<file path="src/sv/i2cm_pkg.sv">
// Types, state codes and constants of the I2C master byte engine.
package i2cm_pkg;

   typedef enum logic [3:0] {
      ST_IDLE      = 4'd0,
      ST_START_A   = 4'd1,
      ST_START_B   = 4'd2,
      ST_STOP_LOW  = 4'd3,
      ST_STOP_HIGH = 4'd4,
      ST_STOP_END  = 4'd5,
      ST_WR_LOW    = 4'd6,
      ST_WR_HIGH   = 4'd7,
      ST_ACK_SETUP = 4'd8,
      ST_ACK_POLL  = 4'd9,
      ST_RD_LOW    = 4'd10,
      ST_RD_HIGH   = 4'd11,
      ST_RA_LOW    = 4'd12,
      ST_RA_HIGH   = 4'd13
   } seq_state_type;

   localparam logic [2:0] CMD_NONE  = 3'd0;
   localparam logic [2:0] CMD_START = 3'd1;
   localparam logic [2:0] CMD_STOP  = 3'd2;
   localparam logic [2:0] CMD_WRITE = 3'd3;
   localparam logic [2:0] CMD_READ  = 3'd4;

   localparam logic CSR_PHASE_TICKS = 1'b0;
   localparam logic CSR_ACK_TIMEOUT = 1'b1;

   localparam logic [7:0] PHASE_TICKS_RESET = 8'd2;
   localparam logic [9:0] ACK_TIMEOUT_RESET = 10'd250;
   localparam logic [7:0] PHASE_MAX         = 8'd255;
   localparam logic [3:0] BITS_PER_BYTE     = 4'd8;

   typedef struct packed {
      logic [2:0] cmd;
      logic [7:0] tx_byte;
      logic       send_ack;
      logic       sda_in;
   } i2cm_req_type;

   typedef struct packed {
      logic       scl_level;
      logic       sda_level;
      logic       sda_released;
      logic       busy_res;
      logic       done_res;
      logic [7:0] rx_byte;
      logic       ack_missing;
   } i2cm_rsp_type;

   typedef struct packed {
      seq_state_type seq;
      logic [3:0]    bit_count;
      logic [7:0]    shift;
      logic [7:0]    phase_count;
      logic [9:0]    poll_count;
      logic          ack_choice;
      logic          scl;
      logic          sda;
      logic          sda_rel;
      logic [7:0]    rx_hold;
      logic          miss;
   } i2cm_core_type;

   localparam i2cm_core_type CORE_RESET = '{
      seq:         ST_IDLE,
      bit_count:   4'd0,
      shift:       8'd0,
      phase_count: 8'd0,
      poll_count:  10'd0,
      ack_choice:  1'b0,
      scl:         1'b1,
      sda:         1'b1,
      sda_rel:     1'b0,
      rx_hold:     8'd0,
      miss:        1'b0
   };

endpackage

</file>
<file path="src/sv/i2cm_step.sv">
// One tick of the I2C bus sequencer: next sequencer state and the result of the tick.
module i2cm_step import i2cm_pkg::*; (
   input  i2cm_core_type cur,
   input  logic [7:0]    phase_ticks,
   input  logic [9:0]    ack_timeout,
   input  i2cm_req_type  req,
   output i2cm_core_type nxt,
   output i2cm_rsp_type  rsp
);

   logic [7:0]    plen;
   logic [7:0]    pc_inc;
   logic          expire;
   logic [3:0]    bc_inc;
   seq_state_type state_in;
   logic          enter;
   logic          done;
   i2cm_core_type mid;

   assign plen   = (phase_ticks == 8'd0) ? 8'd1 : phase_ticks;
   assign pc_inc = (cur.phase_count != PHASE_MAX) ? cur.phase_count + 8'd1 : cur.phase_count;
   assign expire = (pc_inc >= plen);
   assign bc_inc = cur.bit_count + 4'd1;

   always_comb begin
      state_in = cur.seq;
      enter    = 1'b0;
      case (cur.seq)
         ST_IDLE: begin
            case (req.cmd)
               CMD_START: begin
                  state_in = ST_START_A;
                  enter    = 1'b1;
               end
               CMD_STOP: begin
                  state_in = ST_STOP_LOW;
                  enter    = 1'b1;
               end
               CMD_WRITE: begin
                  state_in = ST_WR_LOW;
                  enter    = 1'b1;
               end
               CMD_READ: begin
                  state_in = ST_RD_LOW;
                  enter    = 1'b1;
               end
               default: state_in = ST_IDLE;
            endcase
         end
         ST_ACK_POLL: begin
            if (!req.sda_in) begin
               state_in = ST_IDLE;
            end else if (cur.poll_count >= ack_timeout) begin
               state_in = ST_STOP_LOW;
               enter    = 1'b1;
            end
         end
         ST_START_A, ST_START_B, ST_STOP_LOW, ST_STOP_HIGH, ST_STOP_END, ST_WR_LOW,
         ST_WR_HIGH, ST_ACK_SETUP, ST_RD_LOW, ST_RD_HIGH, ST_RA_LOW, ST_RA_HIGH: begin
            if (expire) begin
               enter = 1'b1;
               case (cur.seq)
                  ST_START_A:   state_in = ST_START_B;
                  ST_STOP_LOW:  state_in = ST_STOP_HIGH;
                  ST_STOP_HIGH: state_in = ST_STOP_END;
                  ST_WR_LOW:    state_in = ST_WR_HIGH;
                  ST_WR_HIGH:   state_in = (bc_inc >= BITS_PER_BYTE) ? ST_ACK_SETUP : ST_WR_LOW;
                  ST_ACK_SETUP: state_in = ST_ACK_POLL;
                  ST_RD_LOW:    state_in = ST_RD_HIGH;
                  ST_RD_HIGH:   state_in = (bc_inc >= BITS_PER_BYTE) ? ST_RA_LOW : ST_RD_LOW;
                  ST_RA_LOW:    state_in = ST_RA_HIGH;
                  default: begin
                     state_in = ST_IDLE;
                     enter    = 1'b0;
                  end
               endcase
            end
         end
         default: state_in = ST_IDLE;
      endcase
   end

   always_comb begin
      mid  = cur;
      done = 1'b0;
      case (cur.seq)
         ST_IDLE: begin
            if (req.cmd == CMD_WRITE) begin
               mid.shift     = req.tx_byte;
               mid.bit_count = 4'd0;
               mid.miss      = 1'b0;
            end else if (req.cmd == CMD_READ) begin
               mid.ack_choice = req.send_ack;
               mid.shift      = 8'd0;
               mid.bit_count  = 4'd0;
            end
         end
         ST_ACK_POLL: begin
            if (!req.sda_in) begin
               mid.scl = 1'b0;
               done    = 1'b1;
            end else if (cur.poll_count >= ack_timeout) begin
               mid.miss = 1'b1;
            end else begin
               mid.poll_count = cur.poll_count + 10'd1;
            end
         end
         default: begin
            mid.phase_count = pc_inc;
            if (expire) begin
               case (cur.seq)
                  ST_START_B: begin
                     mid.scl = 1'b0;
                     done    = 1'b1;
                  end
                  ST_STOP_END: done = 1'b1;
                  ST_WR_HIGH: begin
                     mid.shift     = {cur.shift[6:0], 1'b0};
                     mid.bit_count = bc_inc;
                  end
                  ST_RD_HIGH: mid.bit_count = bc_inc;
                  ST_RA_HIGH: begin
                     mid.scl     = 1'b0;
                     mid.rx_hold = cur.shift;
                     done        = 1'b1;
                  end
                  default: mid.bit_count = mid.bit_count;
               endcase
            end
         end
      endcase

      nxt     = mid;
      nxt.seq = state_in;
      if (enter) begin
         nxt.phase_count = 8'd0;
         case (state_in)
            ST_START_A: begin
               nxt.scl     = 1'b1;
               nxt.sda     = 1'b1;
               nxt.sda_rel = 1'b0;
            end
            ST_START_B: begin
               nxt.scl     = 1'b1;
               nxt.sda     = 1'b0;
               nxt.sda_rel = 1'b0;
            end
            ST_STOP_LOW: begin
               nxt.scl     = 1'b0;
               nxt.sda     = 1'b0;
               nxt.sda_rel = 1'b0;
            end
            ST_STOP_HIGH: begin
               nxt.scl     = 1'b1;
               nxt.sda     = 1'b0;
               nxt.sda_rel = 1'b0;
            end
            ST_STOP_END: begin
               nxt.scl     = 1'b1;
               nxt.sda     = 1'b1;
               nxt.sda_rel = 1'b0;
            end
            ST_WR_LOW: begin
               nxt.scl     = 1'b0;
               nxt.sda     = mid.shift[7];
               nxt.sda_rel = 1'b0;
            end
            ST_ACK_SETUP: begin
               nxt.scl        = 1'b0;
               nxt.sda        = 1'b1;
               nxt.sda_rel    = 1'b1;
               nxt.poll_count = 10'd0;
            end
            ST_RD_LOW: begin
               nxt.scl     = 1'b0;
               nxt.sda     = 1'b1;
               nxt.sda_rel = 1'b1;
            end
            ST_RD_HIGH: begin
               nxt.scl   = 1'b1;
               nxt.shift = {mid.shift[6:0], req.sda_in};
            end
            ST_RA_LOW: begin
               nxt.scl     = 1'b0;
               nxt.sda     = ~mid.ack_choice;
               nxt.sda_rel = 1'b0;
            end
            ST_WR_HIGH, ST_ACK_POLL, ST_RA_HIGH: nxt.scl = 1'b1;
            default: nxt.seq = ST_IDLE;
         endcase
      end
   end

   always_comb begin
      rsp.scl_level    = nxt.scl;
      rsp.sda_level    = nxt.sda_rel | nxt.sda;
      rsp.sda_released = nxt.sda_rel;
      rsp.busy_res     = (nxt.seq != ST_IDLE);
      rsp.done_res     = done;
      rsp.rx_byte      = nxt.rx_hold;
      rsp.ack_missing  = nxt.miss;
   end

endmodule

</file>
<file path="src/sv/i2c_master_byte_engine.sv">
// The result of a tick transaction is registered in the result buffer and offered from its head.
// One tick per cycle while the result buffer has room; the sequencer state updates in a single registered pass.
// A two-entry result buffer lets ticks keep flowing while the result side stalls, until both entries fill.
// Reset (synchronous, active high) returns the sequencer to idle with SCL and SDA high,
// phase length 2 and ACK timeout 250, and empties the result buffer.
module i2c_master_byte_engine import i2cm_pkg::*; (
   input  logic       clock,
   input  logic       reset,
   input  logic       req_valid,
   output logic       req_ready,
   input  logic [2:0] req_cmd,
   input  logic [7:0] req_tx_byte,
   input  logic       req_send_ack,
   input  logic       req_sda_in,
   output logic       rsp_valid,
   input  logic       rsp_ready,
   output logic       rsp_scl_level,
   output logic       rsp_sda_level,
   output logic       rsp_sda_released,
   output logic       rsp_busy_res,
   output logic       rsp_done_res,
   output logic [7:0] rsp_rx_byte,
   output logic       rsp_ack_missing,
   input  logic       csr_wr_en,
   input  logic       csr_index,
   input  logic [9:0] csr_wdata
);

   logic [7:0]    phase_ticks_ff;
   logic [9:0]    ack_timeout_ff;
   i2cm_core_type core_ff;
   i2cm_core_type core_in;
   i2cm_req_type  req;
   i2cm_rsp_type  step_rsp;
   i2cm_rsp_type  head_ff;
   i2cm_rsp_type  tail_ff;
   logic [1:0]    count_ff;
   logic [1:0]    count_in;
   logic          push;
   logic          pop;

   assign req.cmd      = req_cmd;
   assign req.tx_byte  = req_tx_byte;
   assign req.send_ack = req_send_ack;
   assign req.sda_in   = req_sda_in;

   i2cm_step u_step (
      .cur         (core_ff),
      .phase_ticks (phase_ticks_ff),
      .ack_timeout (ack_timeout_ff),
      .req         (req),
      .nxt         (core_in),
      .rsp         (step_rsp)
   );

   assign req_ready = !reset && (count_ff != 2'd2);
   assign rsp_valid = (count_ff != 2'd0);
   assign push      = req_valid & req_ready;
   assign pop       = rsp_valid & rsp_ready;

   always_comb begin
      count_in = count_ff;
      if (push && !pop) begin
         count_in = count_ff + 2'd1;
      end else if (pop && !push) begin
         count_in = count_ff - 2'd1;
      end
   end

   always_ff @(posedge clock) begin
      if (reset) begin
         phase_ticks_ff <= PHASE_TICKS_RESET;
         ack_timeout_ff <= ACK_TIMEOUT_RESET;
         core_ff        <= CORE_RESET;
         count_ff       <= 2'd0;
      end else begin
         if (csr_wr_en) begin
            if (csr_index == CSR_PHASE_TICKS) begin
               phase_ticks_ff <= csr_wdata[7:0];
            end else begin
               ack_timeout_ff <= csr_wdata;
            end
         end
         if (push) begin
            core_ff <= core_in;
         end
         count_ff <= count_in;
      end
   end

   always_ff @(posedge clock) begin
      case (count_ff)
         2'd0: begin
            if (push) begin
               head_ff <= step_rsp;
            end
         end
         2'd1: begin
            if (push && pop) begin
               head_ff <= step_rsp;
            end else if (push) begin
               tail_ff <= step_rsp;
            end
         end
         default: begin
            if (pop) begin
               head_ff <= tail_ff;
            end
         end
      endcase
   end

   assign rsp_scl_level    = head_ff.scl_level;
   assign rsp_sda_level    = head_ff.sda_level;
   assign rsp_sda_released = head_ff.sda_released;
   assign rsp_busy_res     = head_ff.busy_res;
   assign rsp_done_res     = head_ff.done_res;
   assign rsp_rx_byte      = head_ff.rx_byte;
   assign rsp_ack_missing  = head_ff.ack_missing;

endmodule

</file>
<file path="config.mk">
export PLATFORM = sky130hd
export DESIGN_NAME = i2c_master_byte_engine
export DESIGN_NICKNAME = d
export VERILOG_FILES = /design/src/sv/i2cm_pkg.sv /design/src/sv/i2cm_step.sv /design/src/sv/i2c_master_byte_engine.sv
export SDC_FILE = /design/constraint.sdc
export NUM_CORES = 1
export LEC_CHECK = 0
export ABC_AREA = 0
export BUFFER_PORTS_ARGS = -buffer_cell sky130_fd_sc_hd__buf_4
export CELL_PAD_IN_SITES_DETAIL_PLACEMENT = 1
export CELL_PAD_IN_SITES_GLOBAL_PLACEMENT = 1
export CORE_MARGIN = 2
export CORE_UTILIZATION = 44
export DETAILED_ROUTE_END_ITERATION = 16
export PLACE_DENSITY_LB_ADDON = 0.1
export SLEW_MARGIN = 10
export SYNTH_ARGS = -nofsm -noshare
export SYNTH_HDL_FRONTEND = slang
export SYNTH_SLANG_ARGS = --single-unit
</file>
<file path="constraint.sdc">
create_clock -name clock -period 5 [get_ports clock]
set_input_delay 1.25 -clock clock [delete_from_list [all_inputs] [get_ports clock]]
set_output_delay 1.25 -clock clock [all_outputs]
set_load 0.005 [all_outputs]
</file>
==> flow_summary.ini, run 1 <==
[status]
status = complete, no violations

[timing]
worstMarginPinSlew_ps = 875
finalCriticalPeriod_ps = 4460
setup_tns_ps = 0
setup_viol = 0
rsz0062_at_grt = no
relSlewSlack_pct = 41.2
fin_worst_skew_ps = 8.30
setup_ws_ps = 542
hold_violations = 0
max_clock_freq_mhz = 224
finalCritPeriodShare_pct = 89.2
slew_violations = 0

[die]
io_pins = 45
die-height_um = 114
rows = 40
core_area_mm2 = 0.0119
initial_core_util_pct = 44.6
die-area_mm2 = 0.0130
die-width_um = 114

[placed_design]
io_buffer_count = 44
dpl.hpwl_um = 9470
dp_slack_ps = 596
dp.cells = 751
place_congestion = 0.884

[global_route]
overflow = 0
grt_max_degree = 61
antenna_found_initial = 0
grt_util_all_layers_pct = 20.6
grt_pass1_wl_um = 21500
grt_pass1_vias = 4425

[clocking]
cts-resized-gates = 0
cts.hold.buffers_added = 0
clock-sinks = 95
cts.clk_slew.worst_paths_ps = 70
cts_buffers = 9
clock_latency_ps = 350
root_buffer = clkbuf_16
clockBufferDepth = 2
cts_tree = yes
post-cts-setup-buffers = 0
cts_max_level = 3

[synthesis]
synthCells = 584
ys.flop_type = dfxtp_1
synth_seq_cells = 95
syn_area_per_cell_um2 = 9.09
synth_warnings = 0
synth_seq_area_share_pct = 41.1
ys_types = 76
synth_area_mm2 = 0.00531
async_reset_ff_share_pct = 0
synth_edf_count = 28
syn-num-nets = 640

[setup_path]
crit_type = reg -> reg
r2r_slack_ps = 540
crit_fanout = 9
cp.arrival_ps = 4540
cp-start-kind = flip-flop
crit_path_end_kind = flip-flop
cp.required_ps = 5080

[run]
cap_violations = 0

[routing]
vias = 4354
drtIter0Drc = 304
wl_um = 12900
drc_errors = 0
viasPerCell = 5.68
wl_per_cell_um = 16.8
dr.pass1.iters = 8
drtAntennaViolNets = 0

[power]
power_mw = 2.48
ir_drop_uv = 166
p_leak_nw = 2.52
cellPowerDensity_mw_per_mm2 = 411

[final_layout]
drive_gt1_share_pct = 15.8
layout_commonest_cell = dfxtp_1
fin_cells = 766
nets = 671
antennaDiodeCount = 0
area_growth_pct = 13.9
layout_common_cells = dfxtp_1, nor2_1, nand2_1

[hold_path]
hp-class = reg -> reg
## report_power, final
group | internal (mW) | leakage [nW] | switching (mW)
Clock | 0.394 | 0.145 | 0.309
Combinational | 0.324 | 1.57 | 0.444
Sequential | 0.950 | 0.808 | 0.0635
Total | 1.67 | 2.52 | 0.817
## state kept, by name (all words and copies together), names as in the netlist
register / count
ack_timeout_ff: 10
phase_ticks_ff: 8
rsp_done_res: 1
core_ff: 47
rsp_scl_level: 1
rsp_busy_res: 1
rsp_rx_byte: 8
rsp_sda_released: 1
rsp_sda_level: 1
rsp_ack_missing: 1
count_ff: 2
tail_ff: 14
## synthesized netlist by cell type (4+ instances only)
cell type | n | area, um^2
and3_1 | 13 | 81.3
or3_1 | 4 | 25.0
xor2_1 | 8 | 70.1
nor3_1 | 8 | 40.0
nand3_1 | 13 | 65.1
dfxtp_1 | 67 | 1340
a21o_1 | 5 | 37.5
nand3b_1 | 21 | 158
ha_1 | 27 | 338
a21oi_1 | 44 | 220
o21ai_1 | 17 | 85.1
clkbuf_1 | 24 | 90.1
nand2_1 | 52 | 195
nor3b_1 | 5 | 37.5
inv_1 | 36 | 135
or2_2 | 4 | 25.0
xnor2_1 | 8 | 70.1
o21ai_0 | 17 | 85.1
a31oi_1 | 5 | 31.3
nand4_1 | 8 | 50.1
a211o_1 | 8 | 70.1
edfxtp_1 | 28 | 841
a222oi_1 | 5 | 50.1
nor2b_1 | 4 | 25.0
nand2b_1 | 5 | 31.3
mux2_4 | 6 | 90.1
mux2i_1 | 15 | 150
nor2_1 | 57 | 214
## through the flow
| stage | utilization (%) | hold WS [ps] | area, um^2 |
|---|---|---|---|
| 5_1_grt | 50.8 | 486 | 6050 |
| 6_report | 50.8 | 463 | 6050 |
| 3_3_place_gp | 48.2 | 448 | 5750 |
| 3_5_place_dp | 48.2 | 453 | 5750 |
| 2_1_floorplan | - | 435 | 5310 |
| 4_1_cts | 50.8 | 466 | 6050 |
## layout make-up
type / count / area (um^2)
fillers: 1382 / 5870
multi-input cells: 424 / 2880
flip-flops and latches: 95 / 2180
repair buffers: 49 / 368
clock buffers: 9 / 225
well taps: 147 / 184
inverters: 36 / 135
clock inverters: 6 / 75.1
## logic make-up (layout without fill, tap and decap cells)
| family | after synthesis | after routing | synth area share, % |
|---|---|---|---|
| simple gates | 213 | 213 | 21.3 |
| compound gates | 144 | 144 | 18.6 |
| flops | 95 | 95 | 41.1 |
| buf+inv | 65 | 100 | 4.83 |
| fa+ha+maj | 27 | 27 | 6.36 |
| mux | 24 | 24 | 5.16 |
| xor+xnor | 16 | 16 | 2.64 |
## per-layer routing
metal | global-route usage [%] | share of wire [%] | up-vias
li1 | - | - | 2168
met1 | 24.9 | 45 | 2104
met2 | 37.8 | 50 | 66
met3 | 2.98 | 2.7 | 16
met4 | 6.75 | 1.6 | 0
met5 | 0 | 0 | -
## path summary, 6_finish.rpt
check	start	to	cells past startpoint
setup / recovery	core_ff[23]	rsp_sda_level	15
hold / removal	phase_ticks_ff[7]	phase_ticks_ff[7]	2
setup reg to reg	core_ff[23]	rsp_sda_level	15
hold reg to reg	phase_ticks_ff[7]	phase_ticks_ff[7]	2
## worst max-delay path, stage by stage (launching register included)
cell,delay [ps]
dfxtp_1,430
ha_1,230
and3_1,260
nand3_1,230
nand4_1,180
xnor2_1,170
ha_1,250
o21ai_1,90
nor2_1,220
a211oi_4,130
nor4_2,740
a2111o_1,550
a21oi_4,80
o21ai_1,250
mux2i_1,270
a31oi_1,100
Note: power is estimated with default switching activity, not from simulation.
==> run 2: changes to the inputs <==
--- a/config.mk
+++ b/config.mk
@@ -13,6 +13,7 @@
 export CORE_UTILIZATION = 44
 export DETAILED_ROUTE_END_ITERATION = 16
 export PLACE_DENSITY_LB_ADDON = 0.1
+export REMOVE_ABC_BUFFERS = 1
 export SLEW_MARGIN = 10
 export SYNTH_ARGS = -nofsm -noshare
 export SYNTH_HDL_FRONTEND = slang
==> run 2 against run 1 <==
Compared with the run above:
- wire length increased by 1.9%
- clock power is 3% lower
- first-iteration DRC count shrank 36%
- clock-buffer cell count increased by 1
- sequential share of layout area up 0.090 points
- cell count did not move
- flip-flop and latch count is the same
- setup slack got worse by 170 ps
- register-to-register slack worse by 170 ps
- combinational power is 0.5% higher
- via count up 1.3%
- critical path type unchanged
==> flow_summary.ini, run 2 (synthesized netlist as in run 1, its figures left out) <==
[status]
status = complete, no violations

[global_route]
grt_max_degree = 61
antenna_found_initial = 0
grt_util_all_layers_pct = 21.0
grt_pass1_vias = 4419
overflow = 0
grt_pass1_wl_um = 21700

[run]
cap_violations = 0

[routing]
drtAntennaViolNets = 0
wl_um = 13100
wl_per_cell_um = 17.1
dr.pass1.iters = 5
drtIter0Drc = 196
drc_errors = 0
viasPerCell = 5.76
vias = 4411

[power]
p_sw_mw = 0.833
cell_internal_pwr_mw = 1.63
power_mw = 2.47
cellPowerDensity_mw_per_mm2 = 409
seqPwrFrac_pct = 41.0
ir_drop_uv = 197
p_clk_share_pct = 27.7
swShare_pct = 33.8
comb_power_share_pct = 31.3
p_leak_nw = 2.51

[die]
core_area_mm2 = 0.0119
die-area_mm2 = 0.0130
initial_core_util_pct = 44.6
rows = 40
io_pins = 45
die-height_um = 114
die-width_um = 114

[clocking]
root_buffer = clkbuf_16
post-cts-setup-buffers = 0
cts_tree = yes
clock-sinks = 95
cts_buffers = 9
clock_latency_ps = 350
cts_max_level = 3
clockBufferDepth = 2
cts-resized-gates = 0
cts.clk_slew.worst_paths_ps = 70
cts.hold.buffers_added = 0

[final_layout]
layout_common_cells = dfxtp_1, nor2_1, nand2_1
regMostFlops = core_ff
nets = 670
layout_top_registers = core_ff: 47 flops, tail_ff: 14 flops, ack_timeout_ff: 10 flops
area_growth_pct = 13.6
multi_input_area_mm2 = 0.00288
layout_commonest_cell = dfxtp_1
drive_gt1_share_pct = 15.8
n_fill_cell = 1393
regArea_mm2 = 0.00218
final_cell_area_mm2 = 0.00603
antennaDiodeCount = 0
largest_reg_flops = 47

[timing]
fin_worst_skew_ps = 8.47
max_clock_freq_mhz = 216
timing.hold.ws_ps = 459
setup_viol = 0
finalCriticalPeriod_ps = 4630
relSlewSlack_pct = 41.3
rsz0062_at_grt = no
hold_violations = 0
slew_violations = 0
setup_tns_ps = 0
worstMarginPinSlew_ps = 873
finalCritPeriodShare_pct = 92.6

[setup_path]
crit_path_end_kind = flip-flop
cp-start-kind = flip-flop
slowest_delay_ps = 740
cp.arrival_ps = 4710
worstPathCellList = ha_1 -> and3_1 -> nand3_1 -> nand4_1 -> xnor2_1 -> ha_1 -> o21ai_1 -> nor2_1 -> a211oi_4 -> nor4_2 -> a2111o_1 -> a21oi_4 -> o21ai_1 -> mux2i_1 -> a31oi_1
critPathTopFamily = simple AND/OR/NAND/NOR gates
crit_type = reg -> reg
worst-path-buf-inv = 0
cp.required_ps = 5080
crit_fanout = 9
crit_slowest_cell = nor4_2

[placed_design]
dpl.hpwl_um = 9550
dpl-instance-area_mm2 = 0.00574
io_buffer_count = 44
place_congestion = 0.897

[hold_path]
hp-class = reg -> reg
## run 2: worst min-delay path, cell delays in order, from the launching register on
cell	delay [ps]
dfxtp_1	310
nand2_1	50
a21oi_1	50
## run 2: metal layers
metal	vias to the layer above	global-route usage, %	part of all wire (%)
met5	-	0	0
met4	0	7.48	1.7
met3	15	3.77	3.6
met2	88	37.8	51
met1	2136	25.1	43
li1	2172	-	-
## run 2: worst paths after layout
check                                  startpoint                end  slack [ps]  cells after the start
worst max-delay path                  core_ff[23]      rsp_sda_level         370                     15
worst min-delay path            phase_ticks_ff[2]  phase_ticks_ff[2]         460                      2
worst max register to register        core_ff[23]      rsp_sda_level         370                     15
worst min register to register  phase_ticks_ff[2]  phase_ticks_ff[2]         460                      2
## run 2: power groups by stage
stage	sequential, mW	combinational [mW]	clock (mW)
3_3_place_gp	1.03	0.743	0
4_1_cts	1.01	0.782	0.698
3_5_place_dp	1.03	0.774	0
2_1_floorplan	1.03	0.477	0
5_1_grt	1.02	0.860	0.727
6_report	1.01	0.772	0.683
## run 2: cell type report
cell class,count,area share (%)
clock buffer,10,3.96
clock inverter,6,0.892
inverter,36,2.24
multi-input combinational,424,47.7
sequential,95,36.2
tap,147,3.05
timing repair buffer,48,5.98
## run 2: metrics by stage
step	setup WS, ps	util [%]	instances
6_report	371	50.6	766
5_1_grt	23.1	50.6	766
4_1_cts	447	50.6	766
3_5_place_dp	622	48.2	750
3_3_place_gp	778	48.2	750
2_1_floorplan	626	-	555
